<file path="config.mk">
export PLATFORM = sky130hd
export DESIGN_NAME = cql_query_lexer
export DESIGN_NICKNAME = d
export VERILOG_FILES = /design/src/rtl/core/cql_pkg.sv /design/src/rtl/core/cql_lex.sv /design/src/rtl/core/cql_outq.sv /design/src/rtl/core/cql_query_lexer.sv
export SDC_FILE = /design/constraint.sdc
export NUM_CORES = 1
export LEC_CHECK = 0
export CAP_MARGIN = 20
export CORE_MARGIN = 2
export CORE_UTILIZATION = 40
export CTS_CLUSTER_SIZE = 30
export DETAILED_ROUTE_END_ITERATION = 12
export DONT_BUFFER_PORTS = 1
export SYNTH_ARGS = -nofsm -noshare
export SYNTH_HDL_FRONTEND = slang
export SYNTH_SLANG_ARGS = --single-unit
</file>
<file path="constraint.sdc">
create_clock -name clk -period 9.96 [get_ports clk]
set_clock_uncertainty 0.1 [all_clocks]
set_input_delay 0.996 -clock clk [delete_from_list [all_inputs] [get_ports clk]]
set_output_delay 0.996 -clock clk [all_outputs]
set_load 0.01 [all_outputs]
</file>
<file path="src/rtl/core/cql_pkg.sv">
`timescale 1ns / 1ps

package cql_pkg;

  localparam int unsigned QDepth = 4;
  localparam int unsigned QPtrW  = $clog2(QDepth);
  localparam int unsigned QCntW  = $clog2(QDepth + 1);

  typedef struct packed {
    logic [7:0] data_byte;
    logic       end_of_input;
  } cql_in_t;

  typedef struct packed {
    logic       item_kind;
    logic [4:0] token_code;
    logic [7:0] text_byte;
    logic       last;
  } cql_out_t;

  // Per-byte results handed from the lexer step to the output queue.
  typedef struct packed {
    logic [1:0] cnt;
    cql_out_t   item0;
    cql_out_t   item1;
  } cql_res_t;

  typedef enum logic [2:0] {
    M_IDLE  = 3'd0,
    M_WORD  = 3'd1,
    M_WESC  = 3'd2,
    M_QUOTE = 3'd3,
    M_QESC  = 3'd4,
    M_GT    = 3'd5,
    M_LT    = 3'd6
  } cql_mode_t;

  localparam logic KIND_TEXT = 1'b0;
  localparam logic KIND_DONE = 1'b1;

  localparam logic [4:0] TK_END   = 5'd0;
  localparam logic [4:0] TK_LPAR  = 5'd1;
  localparam logic [4:0] TK_RPAR  = 5'd2;
  localparam logic [4:0] TK_EQ    = 5'd3;
  localparam logic [4:0] TK_GT    = 5'd4;
  localparam logic [4:0] TK_LT    = 5'd5;
  localparam logic [4:0] TK_SLASH = 5'd6;
  localparam logic [4:0] TK_GE    = 5'd7;
  localparam logic [4:0] TK_LE    = 5'd8;
  localparam logic [4:0] TK_NE    = 5'd9;
  localparam logic [4:0] TK_AND   = 5'd10;
  localparam logic [4:0] TK_OR    = 5'd11;
  localparam logic [4:0] TK_NOT   = 5'd12;
  localparam logic [4:0] TK_EXACT = 5'd13;
  localparam logic [4:0] TK_ALL   = 5'd14;
  localparam logic [4:0] TK_PROX  = 5'd15;
  localparam logic [4:0] TK_ANY   = 5'd16;
  localparam logic [4:0] TK_SCR   = 5'd17;
  localparam logic [4:0] TK_TERM  = 5'd18;

  localparam logic [7:0] CH_NUL   = 8'h00;
  localparam logic [7:0] CH_TAB   = 8'h09;
  localparam logic [7:0] CH_NL    = 8'h0a;
  localparam logic [7:0] CH_CR    = 8'h0d;
  localparam logic [7:0] CH_SP    = 8'h20;
  localparam logic [7:0] CH_QUOTE = 8'h22;
  localparam logic [7:0] CH_LPAR  = 8'h28;
  localparam logic [7:0] CH_RPAR  = 8'h29;
  localparam logic [7:0] CH_SLASH = 8'h2f;
  localparam logic [7:0] CH_LT    = 8'h3c;
  localparam logic [7:0] CH_EQ    = 8'h3d;
  localparam logic [7:0] CH_GT    = 8'h3e;
  localparam logic [7:0] CH_BSL   = 8'h5c;

  // Keyword prefixes, first byte in the low bits, unused bytes zero.
  localparam logic [39:0] KW_AND   = 40'h0000646e61;
  localparam logic [39:0] KW_OR    = 40'h000000726f;
  localparam logic [39:0] KW_NOT   = 40'h0000746f6e;
  localparam logic [39:0] KW_EXACT = 40'h7463617865;
  localparam logic [39:0] KW_ALL   = 40'h00006c6c61;
  localparam logic [31:0] KW_PROX  = 32'h786f7270;
  localparam logic [39:0] KW_ANY   = 40'h0000796e61;
  localparam logic [39:0] KW_SCR   = 40'h0000726373;

  function automatic logic word_delim(input logic [7:0] b);
    return (b == CH_SP) || (b == CH_NL) || (b == CH_LPAR) || (b == CH_RPAR) ||
           (b == CH_EQ) || (b == CH_LT) || (b == CH_GT) || (b == CH_SLASH);
  endfunction

  function automatic logic [4:0] word_code(input logic [39:0] pfx, input logic [2:0] len);
    logic [4:0] code;
    code = TK_TERM;
    if (len == 3'd3 && pfx == KW_AND) code = TK_AND;
    else if (len == 3'd2 && pfx == KW_OR) code = TK_OR;
    else if (len == 3'd3 && pfx == KW_NOT) code = TK_NOT;
    else if (len == 3'd5 && pfx == KW_EXACT) code = TK_EXACT;
    else if (len == 3'd3 && pfx == KW_ALL) code = TK_ALL;
    else if (len >= 3'd4 && pfx[31:0] == KW_PROX) code = TK_PROX;
    else if (len == 3'd3 && pfx == KW_ANY) code = TK_ANY;
    else if (len == 3'd3 && pfx == KW_SCR) code = TK_SCR;
    return code;
  endfunction

  function automatic cql_out_t mk_item(input logic kind, input logic [4:0] code,
                                       input logic [7:0] b);
    cql_out_t it;
    it.item_kind  = kind;
    it.token_code = code;
    it.text_byte  = b;
    it.last       = 1'b0;
    return it;
  endfunction

endpackage

</file>
<file path="src/rtl/core/cql_lex.sv">
`timescale 1ns / 1ps

// Lexer state and the per-byte step. The state advances only when step_en is high.
module cql_lex (
  input  logic              clk,
  input  logic              rst_n,
  input  logic              step_en,
  input  cql_pkg::cql_in_t  step_in,
  output cql_pkg::cql_res_t step_res
);

  cql_pkg::cql_mode_t mode_r, mode_nxt;
  logic [39:0] prefix_r, prefix_nxt;
  logic [2:0]  len_r, len_nxt;

  logic [7:0]       b;
  logic             eof;
  logic             pre_v, run_start, st_v;
  cql_pkg::cql_out_t pre_item, st_item;

  assign b   = step_in.data_byte;
  assign eof = step_in.end_of_input;

  always_comb begin
    mode_nxt   = mode_r;
    prefix_nxt = prefix_r;
    len_nxt    = len_r;
    pre_v      = 1'b0;
    pre_item   = cql_pkg::mk_item(cql_pkg::KIND_DONE, cql_pkg::TK_END, cql_pkg::CH_NUL);
    run_start  = 1'b0;
    st_v       = 1'b0;
    st_item    = cql_pkg::mk_item(cql_pkg::KIND_DONE, cql_pkg::TK_END, cql_pkg::CH_NUL);

    case (mode_r)
      cql_pkg::M_WORD, cql_pkg::M_WESC: begin
        if (eof || (mode_r == cql_pkg::M_WORD && (b == cql_pkg::CH_NUL ||
                                                  cql_pkg::word_delim(b)))) begin
          pre_v      = 1'b1;
          pre_item   = cql_pkg::mk_item(cql_pkg::KIND_DONE,
                                        cql_pkg::word_code(prefix_r, len_r),
                                        cql_pkg::CH_NUL);
          mode_nxt   = cql_pkg::M_IDLE;
          prefix_nxt = '0;
          len_nxt    = '0;
          // A zero byte ends the word and is consumed.
          run_start  = eof || (b != cql_pkg::CH_NUL);
        end else if (mode_r == cql_pkg::M_WORD && b == cql_pkg::CH_BSL) begin
          mode_nxt = cql_pkg::M_WESC;
        end else begin
          mode_nxt = cql_pkg::M_WORD;
          if (b != cql_pkg::CH_NUL) begin
            pre_v    = 1'b1;
            pre_item = cql_pkg::mk_item(cql_pkg::KIND_TEXT, cql_pkg::TK_TERM, b);
            if (len_r < 3'd5) prefix_nxt[len_r*8 +: 8] = b;
            if (len_r < 3'd6) len_nxt = len_r + 3'd1;
          end
        end
      end
      cql_pkg::M_QUOTE, cql_pkg::M_QESC: begin
        if (eof || (mode_r == cql_pkg::M_QUOTE && b == cql_pkg::CH_QUOTE)) begin
          pre_v    = 1'b1;
          pre_item = cql_pkg::mk_item(cql_pkg::KIND_DONE, cql_pkg::TK_TERM, cql_pkg::CH_NUL);
          mode_nxt = cql_pkg::M_IDLE;
        end else if (mode_r == cql_pkg::M_QUOTE && b == cql_pkg::CH_BSL) begin
          mode_nxt = cql_pkg::M_QESC;
        end else begin
          mode_nxt = cql_pkg::M_QUOTE;
          if (b != cql_pkg::CH_NUL) begin
            pre_v    = 1'b1;
            pre_item = cql_pkg::mk_item(cql_pkg::KIND_TEXT, cql_pkg::TK_TERM, b);
          end
        end
      end
      cql_pkg::M_GT: begin
        pre_v = 1'b1;
        if (!eof && b == cql_pkg::CH_EQ) begin
          pre_item = cql_pkg::mk_item(cql_pkg::KIND_DONE, cql_pkg::TK_GE, cql_pkg::CH_NUL);
          mode_nxt = cql_pkg::M_IDLE;
        end else begin
          pre_item  = cql_pkg::mk_item(cql_pkg::KIND_DONE, cql_pkg::TK_GT, cql_pkg::CH_NUL);
          run_start = 1'b1;
        end
      end
      cql_pkg::M_LT: begin
        pre_v = 1'b1;
        if (!eof && b == cql_pkg::CH_EQ) begin
          pre_item = cql_pkg::mk_item(cql_pkg::KIND_DONE, cql_pkg::TK_LE, cql_pkg::CH_NUL);
          mode_nxt = cql_pkg::M_IDLE;
        end else if (!eof && b == cql_pkg::CH_GT) begin
          pre_item = cql_pkg::mk_item(cql_pkg::KIND_DONE, cql_pkg::TK_NE, cql_pkg::CH_NUL);
          mode_nxt = cql_pkg::M_IDLE;
        end else begin
          pre_item  = cql_pkg::mk_item(cql_pkg::KIND_DONE, cql_pkg::TK_LT, cql_pkg::CH_NUL);
          run_start = 1'b1;
        end
      end
      default: begin
        run_start = 1'b1;
      end
    endcase

    // Token-start handling, shared by idle and by bytes that are processed again.
    if (run_start) begin
      mode_nxt = cql_pkg::M_IDLE;
      if (eof || b == cql_pkg::CH_NUL || b == cql_pkg::CH_NL) begin
        st_v = 1'b1;
      end else if (b inside {cql_pkg::CH_SP, [cql_pkg::CH_TAB:cql_pkg::CH_CR]}) begin
        st_v = 1'b0;
      end else if (b == cql_pkg::CH_GT) begin
        mode_nxt = cql_pkg::M_GT;
      end else if (b == cql_pkg::CH_LT) begin
        mode_nxt = cql_pkg::M_LT;
      end else if (b == cql_pkg::CH_LPAR) begin
        st_v    = 1'b1;
        st_item = cql_pkg::mk_item(cql_pkg::KIND_DONE, cql_pkg::TK_LPAR, cql_pkg::CH_NUL);
      end else if (b == cql_pkg::CH_RPAR) begin
        st_v    = 1'b1;
        st_item = cql_pkg::mk_item(cql_pkg::KIND_DONE, cql_pkg::TK_RPAR, cql_pkg::CH_NUL);
      end else if (b == cql_pkg::CH_EQ) begin
        st_v    = 1'b1;
        st_item = cql_pkg::mk_item(cql_pkg::KIND_DONE, cql_pkg::TK_EQ, cql_pkg::CH_NUL);
      end else if (b == cql_pkg::CH_SLASH) begin
        st_v    = 1'b1;
        st_item = cql_pkg::mk_item(cql_pkg::KIND_DONE, cql_pkg::TK_SLASH, cql_pkg::CH_NUL);
      end else if (b == cql_pkg::CH_QUOTE) begin
        mode_nxt = cql_pkg::M_QUOTE;
      end else begin
        // First byte of a word is stored literally, backslash included.
        st_v       = 1'b1;
        st_item    = cql_pkg::mk_item(cql_pkg::KIND_TEXT, cql_pkg::TK_TERM, b);
        mode_nxt   = cql_pkg::M_WORD;
        prefix_nxt = {32'd0, b};
        len_nxt    = 3'd1;
      end
    end
  end

  always_comb begin
    step_res       = '0;
    step_res.cnt   = {1'b0, pre_v} + {1'b0, st_v};
    if (pre_v) begin
      step_res.item0 = pre_item;
      step_res.item1 = st_item;
    end else begin
      step_res.item0 = st_item;
    end
    step_res.item0.last = (step_res.cnt == 2'd1);
    step_res.item1.last = 1'b1;
  end

  always_ff @(posedge clk) begin
    if (!rst_n) begin
      mode_r   <= cql_pkg::M_IDLE;
      prefix_r <= '0;
      len_r    <= '0;
    end else if (step_en) begin
      mode_r   <= mode_nxt;
      prefix_r <= prefix_nxt;
      len_r    <= len_nxt;
    end
  end

endmodule

</file>
<file path="src/rtl/core/cql_outq.sv">
`timescale 1ns / 1ps

// Result queue: takes up to two results per cycle, delivers one per transaction.
module cql_outq (
  input  logic                         clk,
  input  logic                         rst_n,
  input  logic                         push,
  input  cql_pkg::cql_res_t            push_res,
  output logic [cql_pkg::QCntW-1:0]    room,
  output logic                         out_valid,
  input  logic                         out_stall,
  output cql_pkg::cql_out_t            out_data
);

  cql_pkg::cql_out_t q_r [cql_pkg::QDepth];
  logic [cql_pkg::QPtrW-1:0] wr_ptr_r, rd_ptr_r, wr_ptr1;
  logic [cql_pkg::QCntW-1:0] cnt_r, push_n;
  logic pop;

  assign room      = cql_pkg::QCntW'(cql_pkg::QDepth) - cnt_r;
  assign out_valid = (cnt_r != '0);
  assign out_data  = q_r[rd_ptr_r];
  assign pop       = out_valid && !out_stall;
  assign push_n    = push ? cql_pkg::QCntW'(push_res.cnt) : '0;
  assign wr_ptr1   = wr_ptr_r + cql_pkg::QPtrW'(1);

  always_ff @(posedge clk) begin
    if (push && push_res.cnt != 2'd0) q_r[wr_ptr_r] <= push_res.item0;
    if (push && push_res.cnt == 2'd2) q_r[wr_ptr1] <= push_res.item1;
  end

  always_ff @(posedge clk) begin
    if (!rst_n) begin
      wr_ptr_r <= '0;
      rd_ptr_r <= '0;
      cnt_r    <= '0;
    end else begin
      wr_ptr_r <= wr_ptr_r + push_n[cql_pkg::QPtrW-1:0];
      if (pop) rd_ptr_r <= rd_ptr_r + cql_pkg::QPtrW'(1);
      cnt_r <= cnt_r + push_n - (pop ? cql_pkg::QCntW'(1) : '0);
    end
  end

  a_no_overflow: assert property (@(posedge clk) disable iff (!rst_n)
    push |-> push_n <= room)
    else $error("result queue written beyond its free space");

  a_cnt_bound: assert property (@(posedge clk) disable iff (!rst_n)
    cnt_r <= cql_pkg::QCntW'(cql_pkg::QDepth))
    else $error("result queue count out of range");

  a_pop_only: assert property (@(posedge clk) disable iff (!rst_n)
    (pop && push_n == '0) |=> cnt_r == $past(cnt_r) - cql_pkg::QCntW'(1))
    else $error("result queue count did not drop after a lone read");

endmodule

</file>
<file path="src/rtl/core/cql_query_lexer.sv">
`timescale 1ns / 1ps
// A byte accepted into the input register is lexed once the result queue has room
// for all of its results; those results are written into the queue, and the first
// is then offered on the output from the queue's registered state.
// Throughput: one byte per cycle while results are taken as fast as they appear;
// a byte that yields two results needs two output transactions.
// Reset (rst_n low, synchronous) empties the input register and result queue and
// returns the lexer to idle between tokens with an empty word buffer.

// The block has three parts. An input register holds the byte of the most recent
// input transaction. The lexer step reads that byte together with the current mode,
// word prefix and word length, and in one pass of combinational logic works out the
// zero, one or two result items that the byte causes and the next lexer state. Those
// results land in a four-entry result queue that drives the output channel.
//
// A byte in the input register is consumed as soon as the queue has room for all of
// its results. Because stall only looks at registered state, the input side keeps
// flowing while earlier results are still waiting to be taken downstream.
module cql_query_lexer (
  input  logic               clk,
  input  logic               rst_n,
  input  logic               in_valid,
  output logic               in_stall,
  input  cql_pkg::cql_in_t   in_data,
  output logic               out_valid,
  input  logic               out_stall,
  output cql_pkg::cql_out_t  out_data
);

  logic                      in_valid_r, in_valid_nxt;
  cql_pkg::cql_in_t          in_data_r;
  logic                      proc;
  logic                      in_take;
  cql_pkg::cql_res_t         step_res;
  logic [cql_pkg::QCntW-1:0] room;

  // The held byte is processed when every result it causes fits in the queue.
  assign proc     = in_valid_r && (cql_pkg::QCntW'(step_res.cnt) <= room);
  assign in_stall = in_valid_r && !proc;
  assign in_take  = in_valid && !in_stall;

  always_comb begin
    in_valid_nxt = in_valid_r;
    if (in_take) begin
      in_valid_nxt = 1'b1;
    end else if (proc) begin
      in_valid_nxt = 1'b0;
    end
  end

  always_ff @(posedge clk) begin
    if (!rst_n) begin
      in_valid_r <= 1'b0;
    end else begin
      in_valid_r <= in_valid_nxt;
    end
  end

  // Payload register needs no reset; it is only looked at while in_valid_r is set.
  always_ff @(posedge clk) begin
    if (in_take) begin
      in_data_r <= in_data;
    end
  end

  cql_lex u_lex (
    .clk      (clk),
    .rst_n    (rst_n),
    .step_en  (proc),
    .step_in  (in_data_r),
    .step_res (step_res)
  );

  cql_outq u_outq (
    .clk       (clk),
    .rst_n     (rst_n),
    .push      (proc),
    .push_res  (step_res),
    .room      (room),
    .out_valid (out_valid),
    .out_stall (out_stall),
    .out_data  (out_data)
  );

endmodule
</file>
# Yosys cells after proc, flatten, opt, wreduce, memory -nomap -nowiden
# Memory sizes are Yosys's and may differ from the RTL's. A register that Yosys moved wholly into a read port is not among the register bits.
# Cells that the tools add are included.
totals:
  reg_bits: 63
  latchBits: 0
  ram_bits: 60
  romBits: 0
  in_bits: 13
  out_inout_bits: 17
  word_cells: 216
  mem_count: 1
op_classes:
  addsub: 9
  n_mul: 0
  n_div: 0
  order_cmp: 6
  n_eq_ne: 31
  shift: 2
  muxes: 109
  bitwise_logic: 0
  reduce_logical: 49
memory_table:
  columns: ["memory", "depth", "width", "rd", "rd_ports_with_merged_regs", "wr", "line", "text"]
  rows:
  - ["u_outq.q_r", 4, 15, 1, 1, 2, "cql_outq.sv:15", "cql_pkg::cql_out_t q_r [cql_pkg::QDepth];"]
ops:
  columns: ["operator", "n"]
  rows:
  - ["two-way mux 40 bit", 15]
  - ["two-way mux 15 bit", 18]
  - ["equality test 40 x 23 -> 1 bit (second input constant)", 5]
  - ["two-way mux 3 bit", 30]
  - ["equality test 8 x 6 -> 1 bit (second input constant)", 8]
  - ["one-hot mux 15 bit (4 select lines)", 1]
  - ["bitwise mux 40 bit", 1]
  - ["equality test 40 x 15 -> 1 bit (second input constant)", 1]
  - ["equality test 40 x 39 -> 1 bit (second input constant)", 1]
  - ["variable shift 8 x 34 -> 40 bit (first input constant)", 1]
  - ["indexed part select 8 x 34 -> 40 bit", 1]
  - ["two-way mux 5 bit", 7]
  - ["negator 6 -> 34 bit", 1]
  - ["equality test 32 x 31 -> 1 bit (second input constant)", 1]
  - ["two-way mux 1 bit", 26]
  - ["logical AND 1 bit", 21]
  - ["logical OR 1 bit", 13]
  - ["two-way mux 13 bit", 1]
  - ["equality test 3 x 2 -> 1 bit (second input constant)", 4]
  - ["equality test 3 bit (second input constant)", 4]
  - ["two-way mux 2 bit", 6]
  - ["one-hot mux 3 bit (4 select lines)", 1]
  - ["two-way mux 11 bit", 1]
  - ["equality test 8 x 4 -> 1 bit (second input constant)", 1]
  - ["28 further kinds", 37]

# Depth between registers and ports, before layout
# Gate-level depths: netlist (run 1).
logic_depth:
  depth_word: 23
  ltp_mapped: 20
  depth_no_buf: 17

# Modules after synthesis
# From an unflattened synthesis (run 1), not the netlist that was laid out.
hier_totals:
  hier_cells: 694
  area_unflattened_um2: 7485.9
by_module_without_submodules:
  columns: ["mod", "n_inst", "cells_per_inst", "area_each_um2", "seq_area_each_um2"]
  rows:
  - ["cql_lex", 1, 466, 3646.0, 920.9]
  - ["cql_outq", 1, 207, 3455.8, 1981.9]
  - ["cql_query_lexer", 1, 21, 384.1, 290.3]

# Worst setup path before layout (run 1)
# No wires, ideal clock.
synth_path:
  path_kind: "reg2reg"
  start: "reg in_data_r[4] (netlist bit)"
  end: "reg u_outq.cnt_r[2] (netlist bit)"
  setup_time_ns: 0.128
  arrival_time_ns: 4.612
  t_required_ns: 9.732
  setup_slack_ns: 5.120
  path_stages_with_launch: 20
  n_path_buf: 3
  period_less_slack_ns: 4.840
  path_cell_list: "edfxtp_1 buf_6 or4_1 a211oi_1 a311oi_4 nor3_4 nand2_1 ha_1 inv_1 ha_1 nand2_1 o211ai_1 nand2_1 clkbuf_1 buf_1 nor2_1 ha_1 fa_1 xnor2_1 nor2_1"
synth_via:
  elab_chain_len: 20
  elab_cells_between_ends: 62
  classes_between: "add/sub (3); order compare (3); eq/ne (10); mux (22); reduce/logical (24)"
synth_rtl:
  columns: ["element", "line", "text"]
  rows:
  - ["from (decl)", "cql_query_lexer.sv:31", "cql_pkg::cql_in_t in_data_r;"]
  - ["from (signal assigned)", "cql_query_lexer.sv:62", "in_data_r <= in_data;"]
  - ["branches (longest 14 deep; another with equality test 8 x 6 -> 1 bit)", null, null]
  - ["adder 1 x 1 -> 2 bit (*)", "cql_lex.sv:140", "step_res.cnt = {1'b0, pre_v} + {1'b0, st_v};"]
  - ["<= comparator 2 x 3 -> 1 bit", "cql_query_lexer.sv:38", "assign proc = in_valid_r && (cql_pkg::QCntW'(step_res.cnt) <= room);"]
  - ["logical AND 1 bit", "cql_query_lexer.sv:38", null]
  - ["two-way mux 2 bit (*)", "cql_outq.sv:24", "assign push_n = push ? cql_pkg::QCntW'(push_res.cnt) : '0;"]
  - ["adder 3 bit (*)", "cql_outq.sv:40", "cnt_r <= cnt_r + push_n - (pop ? cql_pkg::QCntW'(1) : '0);"]
  - ["subtractor 3 bit (*)", "cql_outq.sv:40", null]
  - ["to (signal assigned)", "cql_outq.sv:40", null]
  - ["to (decl)", "cql_outq.sv:17", "logic [cql_pkg::QCntW-1:0] cnt_r, push_n;"]
# Mark *: on every way between the ends.
# A chain may end at the register's enable or synchronous reset.

==> metrics.yaml, run 1 <==
run_status:
  status: "complete, no violations"
worst_hold_path:
  hold_class: "register to register"
  whs_endpoint: "u_lex.prefix_r[15]"
  min_from: "u_lex.prefix_r[15]"
  hold_depth: 1
die:
  initial_core_util_pct: 40.4
  core_um2: 17800
  die_h_um: 138
  die_area_um2: 19100
  die_w_um: 138
  ios: 30
  rows: 49
critical_path:
  cpMaxStageDelayCell: "edfxtp_1"
  worst_ep_arrival_time_ns: 5.93
  cp.required_ns: 9.92
  crit_fanout: 31
  regToRegSetupSlack_ns: 3.98
  crit_cells: 14
  reg2reg_from: "in_data_r[1]"
  slowest_delay_ns: 0.83
  crit_buf_inv: 2
  critPathKind: "register to register"
  reg2reg_to: "u_outq.q_r[0][3]"
  endpoint_kind: "register"
  worstSetupStartpointType: "register"
  crit_family: "simple AND/OR/NAND/NOR gates"
  path_common_cell: "nand2_1"
  crit_chain: "or3_4 -> or3_1 -> o311a_1 -> nor3_4 -> nand2_1 -> ha_1 -> inv_1 -> ha_1 -> nor2b_1 -> o211ai_1 -> nand2_1 -> buf_4 -> or4_1 -> nand2_1"
  reg2regPathDepth: 14
detailed_routing:
  ant_nets: 0
  vias: 6406
  drtPass1Iterations: 5
  via_per_inst: 6.54
  drc_errors: 0
  wl_um: 22700
  dr.first_iter.drc_count: 798
  post_drt_wl_per_cell_um: 23.2
synth:
  syn-num-nets: 786
  yosysSeqAreaShare_pct: 43.2
  ys_top_cells_by_area: "edfxtp_1 25%, dfxtp_1 18%, mux4_2 4.7%"
  yosysTopAreaCell: "edfxtp_1"
  ys_seq_elements: 125
  synth_top_cell_area_share_pct: 25.4
  syn_area_um2: 7200
  post_synth.cell_area_avg_um2: 9.53
  netlist_instances: 756
  yosys_warnings: 0
  synth-async-reset-ratio_pct: 0
  synth_edf_count: 61
  ys.flop_type: "dfxtp_1"
  ys_types: 86
cts:
  cts_buffers: 17
  post_cts.repair.setup_buffers: 0
  clk_pin_slew_ns: 0.06
  clock_sinks: 125
  root_buffer: "clkbuf_16"
  cts_resized: 0
  cts_tree: "done"
  insertion_delay_ns: 0.43
  cts_max_path_buffers: 2
  h-tree-depth: 4
  hold_buffers: 0
sta:
  setup_viol: 0
  maxSlewViolCount: 0
  worst_pin_slew_ns: 1.12
  fmaxAchievable_ghz: 0.167
  finalSetupTns_ns: 0
  grt_setup_unrepaired: "false"
  slew_headroom_pct: 25.3
  fin_crit_ns: 5.98
  setup_ws_ns: 3.98
  period_share_pct: 60.0
  hold_viol: 0
job:
  drv_cap: 0
finish:
  mostFrequentLayoutCells: "74 x nand2_1, 64 x dfxtp_1, 61 x edfxtp_1"
  multi_input_area_um2: 3810
  register_area_um2: 3110
  layout-drive-gt1-share_pct: 10.0
  final_common_cell: "nand2_1"
  nets: 767
  antenna-diode-count: 0
  fill_cells: 1680
  stdcell_area_um2: 7920
  synthToLayoutAreaGrowth_pct: 9.94
  final_cell_count_no_fill: 979
global_route:
  gr-total-overflow: 0
  grt_pass1_wl_um: 35500
  track_usage_pct: 23.8
  grt_max_degree: 32
  grt_antenna_before_repair: 0
  grt_pass1_vias: 6108
power:
  leakage_nw: 2.55
  clkPwrFrac_pct: 24.4
  power_frac_comb_pct: 43.4
  switching_share_pct: 44.2
  p_total_mw: 2.40
  p_switching_mw: 1.06
  sequentialPowerShare_pct: 32.2
  intPower_mw: 1.34
  irDropWorstVdd_mv: 0.136
  power_density_nw_per_um2: 304
place:
  placedInstanceArea_um2: 7340
  io_buffer_count: 0
  place_hpwl_um: 16200
  gp_routability_congestion: 0.972
  dpl_worst_slack_ns: 4.02
  dp.cells: 945
[state kept, by name (all words and copies together), names as in the netlist, named ones only]
| name | flops |
|---|---|
| in_data_r | 9 |
| in_valid_r | 1 |
| u_lex.len_r | 3 |
| u_lex.mode_r | 3 |
| u_lex.prefix_r | 40 |
| u_outq.cnt_r | 3 |
| u_outq.q_r | 60 |
| u_outq.rd_ptr_r | 2 |
| u_outq.wr_ptr_r | 2 |
[power groups by stage]
stage               clock, mW  combinational [mW]  sequential [mW]
floorplan                   0               0.796            0.700
global placement            0               0.980            0.784
detailed placement          0                1.00            0.791
CTS                     0.588                1.01            0.780
global route            0.612                1.14            0.786
finish                  0.587                1.04            0.774
[cells in the mapped netlist, drive strengths merged (17+ instances only)]
library cell   n
a21oi         33
nand3         27
inv           22
o22ai         38
o21ai         40
edfxtp        61
nor2          50
buf           17
nor4          18
clkbuf        28
nand2         74
or3           17
dfxtp         64
nor3          32
a22o          17
[cell families (layout without fill, tap and decap cells)]
group	count (synthesis)	count (layout)	synth area share [%]
simple gates	302	302	22.7
compound gates	212	212	20.4
flops	125	125	43.2
buf+inv	69	63	3.87
mux	19	19	5.28
fa+ha+maj	18	18	3.20
xor+xnor	11	11	1.34
[per-layer routing]
metal	GRT usage, %	part of all wire (%)	wire, um
met5	0	0	0
met4	9.72	3.1	710
met3	5.37	8.4	1910
met2	37.3	46	10400
met1	32.1	42	9640
[how the worst max path moves through the flow]
stage	startpoint	end
2_1_floorplan	in_data_r[4]	u_outq.cnt_r[2]
3_3_place_gp	in_data_r[1]	u_outq.q_r[0][6]
3_5_place_dp	in_data_r[1]	u_outq.q_r[0][7]
4_1_cts	in_data_r[1]	u_outq.q_r[0][4]
5_1_grt	in_data_r[1]	u_outq.q_r[0][4]
6_report	in_data_r[1]	u_outq.q_r[0][3]
[cell type report]
cell class,instances,share of cell area [%]
Multi-Input combinational cell,562,48.1
Tap cell,229,3.62
Sequential cell,125,39.3
Inverter,24,1.14
Clock buffer,19,5.47
Timing Repair Buffer,7,0.885
Clock inverter,13,1.45
[stage by stage]
step	utilization [%]	hold slack (ns)
finish	44.4	0.378
detailed placement	41.1	0.359
global route	44.4	0.391
CTS	44.2	0.379
floorplan	-	0.334
global placement	41.1	0.359
Note: power is estimated with default switching activity, not from simulation.
==> inputs of run 2 (changes only) <==
- ABC_AREA: unset -> 1
- clock period: 9.96 -> 6.1 ns (I/O delays scaled with it)
==> metrics.yaml, run 2 <==
power:
  clkPwrFrac_pct: 23.9  # was 24.4%
  intPower_mw: 2.18  # was 1.34 mW
  power_density_nw_per_um2: 486  # was 304 nW/um^2
  irDropWorstVdd_mv: 0.265  # was 0.136 mV
  sequentialPowerShare_pct: 28.4  # was 32.2%
  p_total_mw: 4.29  # was 2.40 mW
  leakage_nw: 3.49  # was 2.55 nW
  p_switching_mw: 2.11  # was 1.06 mW
  power_frac_comb_pct: 47.7  # was 43.4%
  switching_share_pct: 49.2  # was 44.2%
synth:
  synth_edf_count: 61  # unchanged
  synth_mux_area_share_pct: 0  # was 5.28%
  syn_area_um2: 8000  # was 7200 um^2
  ys_top_cells_by_area: "edfxtp_1 23%, dfxtp_1 16%, nand2_1 12%"  # was edfxtp_1 25%, dfxtp_1 18%, mux4_2 4.7%
  synth_xor_area_share_pct: 0.328  # was 1.34%
  synthAdderAreaFrac_pct: 2.75  # was 3.20%
  ys_types: 52  # was 86
  synth-async-reset-ratio_pct: 0  # unchanged
  yosysTopAreaCell: "edfxtp_1"  # unchanged
  ys.flop_type: "dfxtp_1"  # unchanged
  yosysSeqAreaShare_pct: 38.9  # was 43.2%
  synth_most_common_cell: "nand2_1"  # unchanged
  synth_top_cell_area_share_pct: 22.9  # was 25.4%
  synth_top_family_by_area: "simple AND/OR/NAND/NOR gates"  # unchanged
  netlist_instances: 1128  # was 756
  synth_common_cells: "254 x nand2_1, 116 x nor2_1, 113 x nand3_1"  # was 74 x nand2_1, 64 x dfxtp_1, 61 x edfxtp_1
  syn-num-nets: 1158  # was 786
  synth_compound_area_share_pct: 16.0  # was 20.4%
  yosys_warnings: 0  # unchanged
  synth-simple-area-share_pct: 33.5  # was 22.7%
  ys_seq_elements: 125  # unchanged
  post_synth.cell_area_avg_um2: 7.09  # was 9.53 um^2
sta:
  fmaxAchievable_ghz: 0.182  # was 0.167 GHz
  period_share_pct: 90.1  # was 60.0%
  slew_headroom_pct: 47.3  # was 25.3%
  setup_viol: 0  # unchanged
  maxSlewViolCount: 0  # unchanged
  finalSetupTns_ns: 0  # unchanged
  fin_crit_ns: 5.50  # was 5.98 ns
  hold_viol: 0  # unchanged
  hold_ws_ns: 0.168  # was 0.378 ns
  grt_setup_unrepaired: "false"  # unchanged
  worst_pin_slew_ns: 0.790  # was 1.12 ns
critical_path:
  cp.required_ns: 6.05  # was 9.92 ns
  reg2reg_to: "u_outq.q_r[2][6]"  # was u_outq.q_r[0][3]
  crit_family: "simple AND/OR/NAND/NOR gates"  # unchanged
  critPathKind: "register to register"  # unchanged
  regToRegSetupSlack_ns: 0.60  # was 3.98 ns
  endpoint_kind: "register"  # unchanged
  reg2regPathDepth: 25  # was 14
  worst_ep_arrival_time_ns: 5.45  # was 5.93 ns
  cpMaxStageDelayCell: "edfxtp_1"  # unchanged
  slowest_delay_ns: 0.71  # was 0.83 ns
  crit_buf_inv: 6  # was 2
  crit_fanout: 19  # was 31
  worstSetupStartpointType: "register"  # unchanged
  reg2reg_from: "in_data_r[2]"  # was in_data_r[1]
  path_common_cell: "nand2_2"  # was nand2_1
finish:
  fin_util_pct: 45.2  # was 44.4%
  final_common_cell: "nand2_1"  # unchanged
  top_register: "u_outq.q_r"  # unchanged
  synthToLayoutAreaGrowth_pct: 10.3  # was 9.94%
  layout-drive-gt1-share_pct: 10.0  # about the same
  reg.largest.list: "u_outq.q_r: 60 flops, u_lex.prefix_r: 40 flops, in_data_r: 9 flops"  # unchanged
  nets: 1153  # was 767
  fill_cells: 2007  # was 1680
  antenna-diode-count: 0  # unchanged
  largest_reg_flops: 60  # unchanged
  stdcell_area_um2: 8830  # was 7920 um^2
  mostFrequentLayoutCells: "254 x nand2_1, 116 x nor2_1, 113 x nand3_1"  # was 74 x nand2_1, 64 x dfxtp_1, 61 x edfxtp_1
run_status:
  status: "complete, no violations"  # unchanged
detailed_routing:
  post_drt_wl_per_cell_um: 19.1  # was 23.2 um
  drtPass1Iterations: 5  # unchanged
  ant_nets: 0  # unchanged
  drc_errors: 0  # unchanged
  wl_um: 26700  # was 22700 um
  vias: 7934  # was 6406
  via_per_inst: 5.66  # was 6.54
  dr.first_iter.drc_count: 909  # was 798
place:
  place_hpwl_um: 20000  # was 16200 um
  gp_routability_congestion: 0.988  # was 0.972
  placedInstanceArea_um2: 8240  # was 7340 um^2
  io_buffer_count: 0  # unchanged
global_route:
  gr-total-overflow: 0  # unchanged
  grt_max_degree: 47  # was 32
  grt_pass1_wl_um: 42000  # was 35500 um
  grt_pass1_vias: 7605  # was 6108
  grt_antenna_before_repair: 0  # unchanged
  track_usage_pct: 25.5  # was 23.8%
die:
  ios: 30  # unchanged
  die_area_um2: 21100  # was 19100 um^2
  rows: 51  # was 49
  core_um2: 19500  # was 17800 um^2
  die_h_um: 145  # was 138 um
  initial_core_util_pct: 41.0  # was 40.4%
  die_w_um: 145  # was 138 um
cts:
  cts_buffers: 17  # unchanged
  post_cts.repair.setup_buffers: 0  # unchanged
  cts_resized: 0  # unchanged
  insertion_delay_ns: 0.43  # about the same
  cts_tree: "done"  # unchanged
  root_buffer: "clkbuf_16"  # unchanged
  clk_pin_slew_ns: 0.07  # was 0.06 ns
  h-tree-depth: 4  # unchanged
  hold_buffers: 0  # unchanged
  clock_sinks: 125  # unchanged
  cts_max_path_buffers: 2  # unchanged
worst_hold_path:
  whs_endpoint: "in_data_r[4]"  # was u_lex.prefix_r[15]
  hold_class: "primary input to register"  # was register to register
  hold_depth: 0  # was 1
  min_from: "in_data[4]"  # was u_lex.prefix_r[15]
job:
  drv_cap: 0  # unchanged
run 2: changes by cell type after synthesis, moves of 15 or more:
cell     previous run  this run
nor2_1             50       116
mux4_2             15         0
inv_1              21       110
a22o_1             17         0
o21ai_0            34       107
nand2_1            74       254
or3_1              16         0
inv_2               1        17
nand3_1            26       113
a21oi_1            32        58
run 2: worst max-delay path by stage:
stage / start / to / depth (start not counted)
after detailed placement: in_data_r[2] / u_outq.q_r[1][10] / 25
after global routing: in_data_r[2] / u_outq.q_r[2][11] / 25
final: in_data_r[2] / u_outq.q_r[2][6] / 25
after global placement: in_data_r[2] / u_outq.q_r[1][5] / 25
after floorplan: in_data_r[2] / u_outq.q_r[3][10] / 21
after CTS: in_data_r[2] / u_outq.q_r[1][5] / 25
run 2: metal layers:
layer / global-route usage [%] / up-vias / wire [um]
li1: - / 3812 / -
met1: 33.7 / 3718 / 11700
met2: 40.6 / 340 / 12100
met3: 5.71 / 64 / 1970
met4: 10.3 / 0 / 913
met5: 0 / - / 0
run 2: area by class of cell:
cell class	instances	area, um^2	area share [%]
timing repair buffer	12	90.1	1.02
inverter	132	504	5.71
clock inverter	15	161	1.83
clock buffer	17	425	4.82
multi-input combinational	835	4200	47.6
sequential	125	3110	35.3
tap	265	332	3.76
run 2: kinds of logic after synthesis:
logic type      after synthesis
buf+inv                     168
compound gates              234
simple gates                581
xor+xnor                      3
fa+ha+maj                    17
flops                       125
run 2: power groups by stage:
stage               sequential, mW  combinational, mW  clock [mW]
floorplan                     1.17               1.50           0
global placement              1.23               2.00           0
detailed placement            1.23               2.00           0
CTS                           1.21               2.01        1.04
global route                  1.23               2.26        1.08
finish                        1.22               2.05        1.03
run 2: through the flow:
step | setup slack [ns] | instances
after global routing | 0.107 | 1401
after floorplan | 1.85 | 1128
after CTS | 0.661 | 1401
after detailed placement | 0.699 | 1369
after global placement | 0.858 | 1369
final | 0.603 | 1401
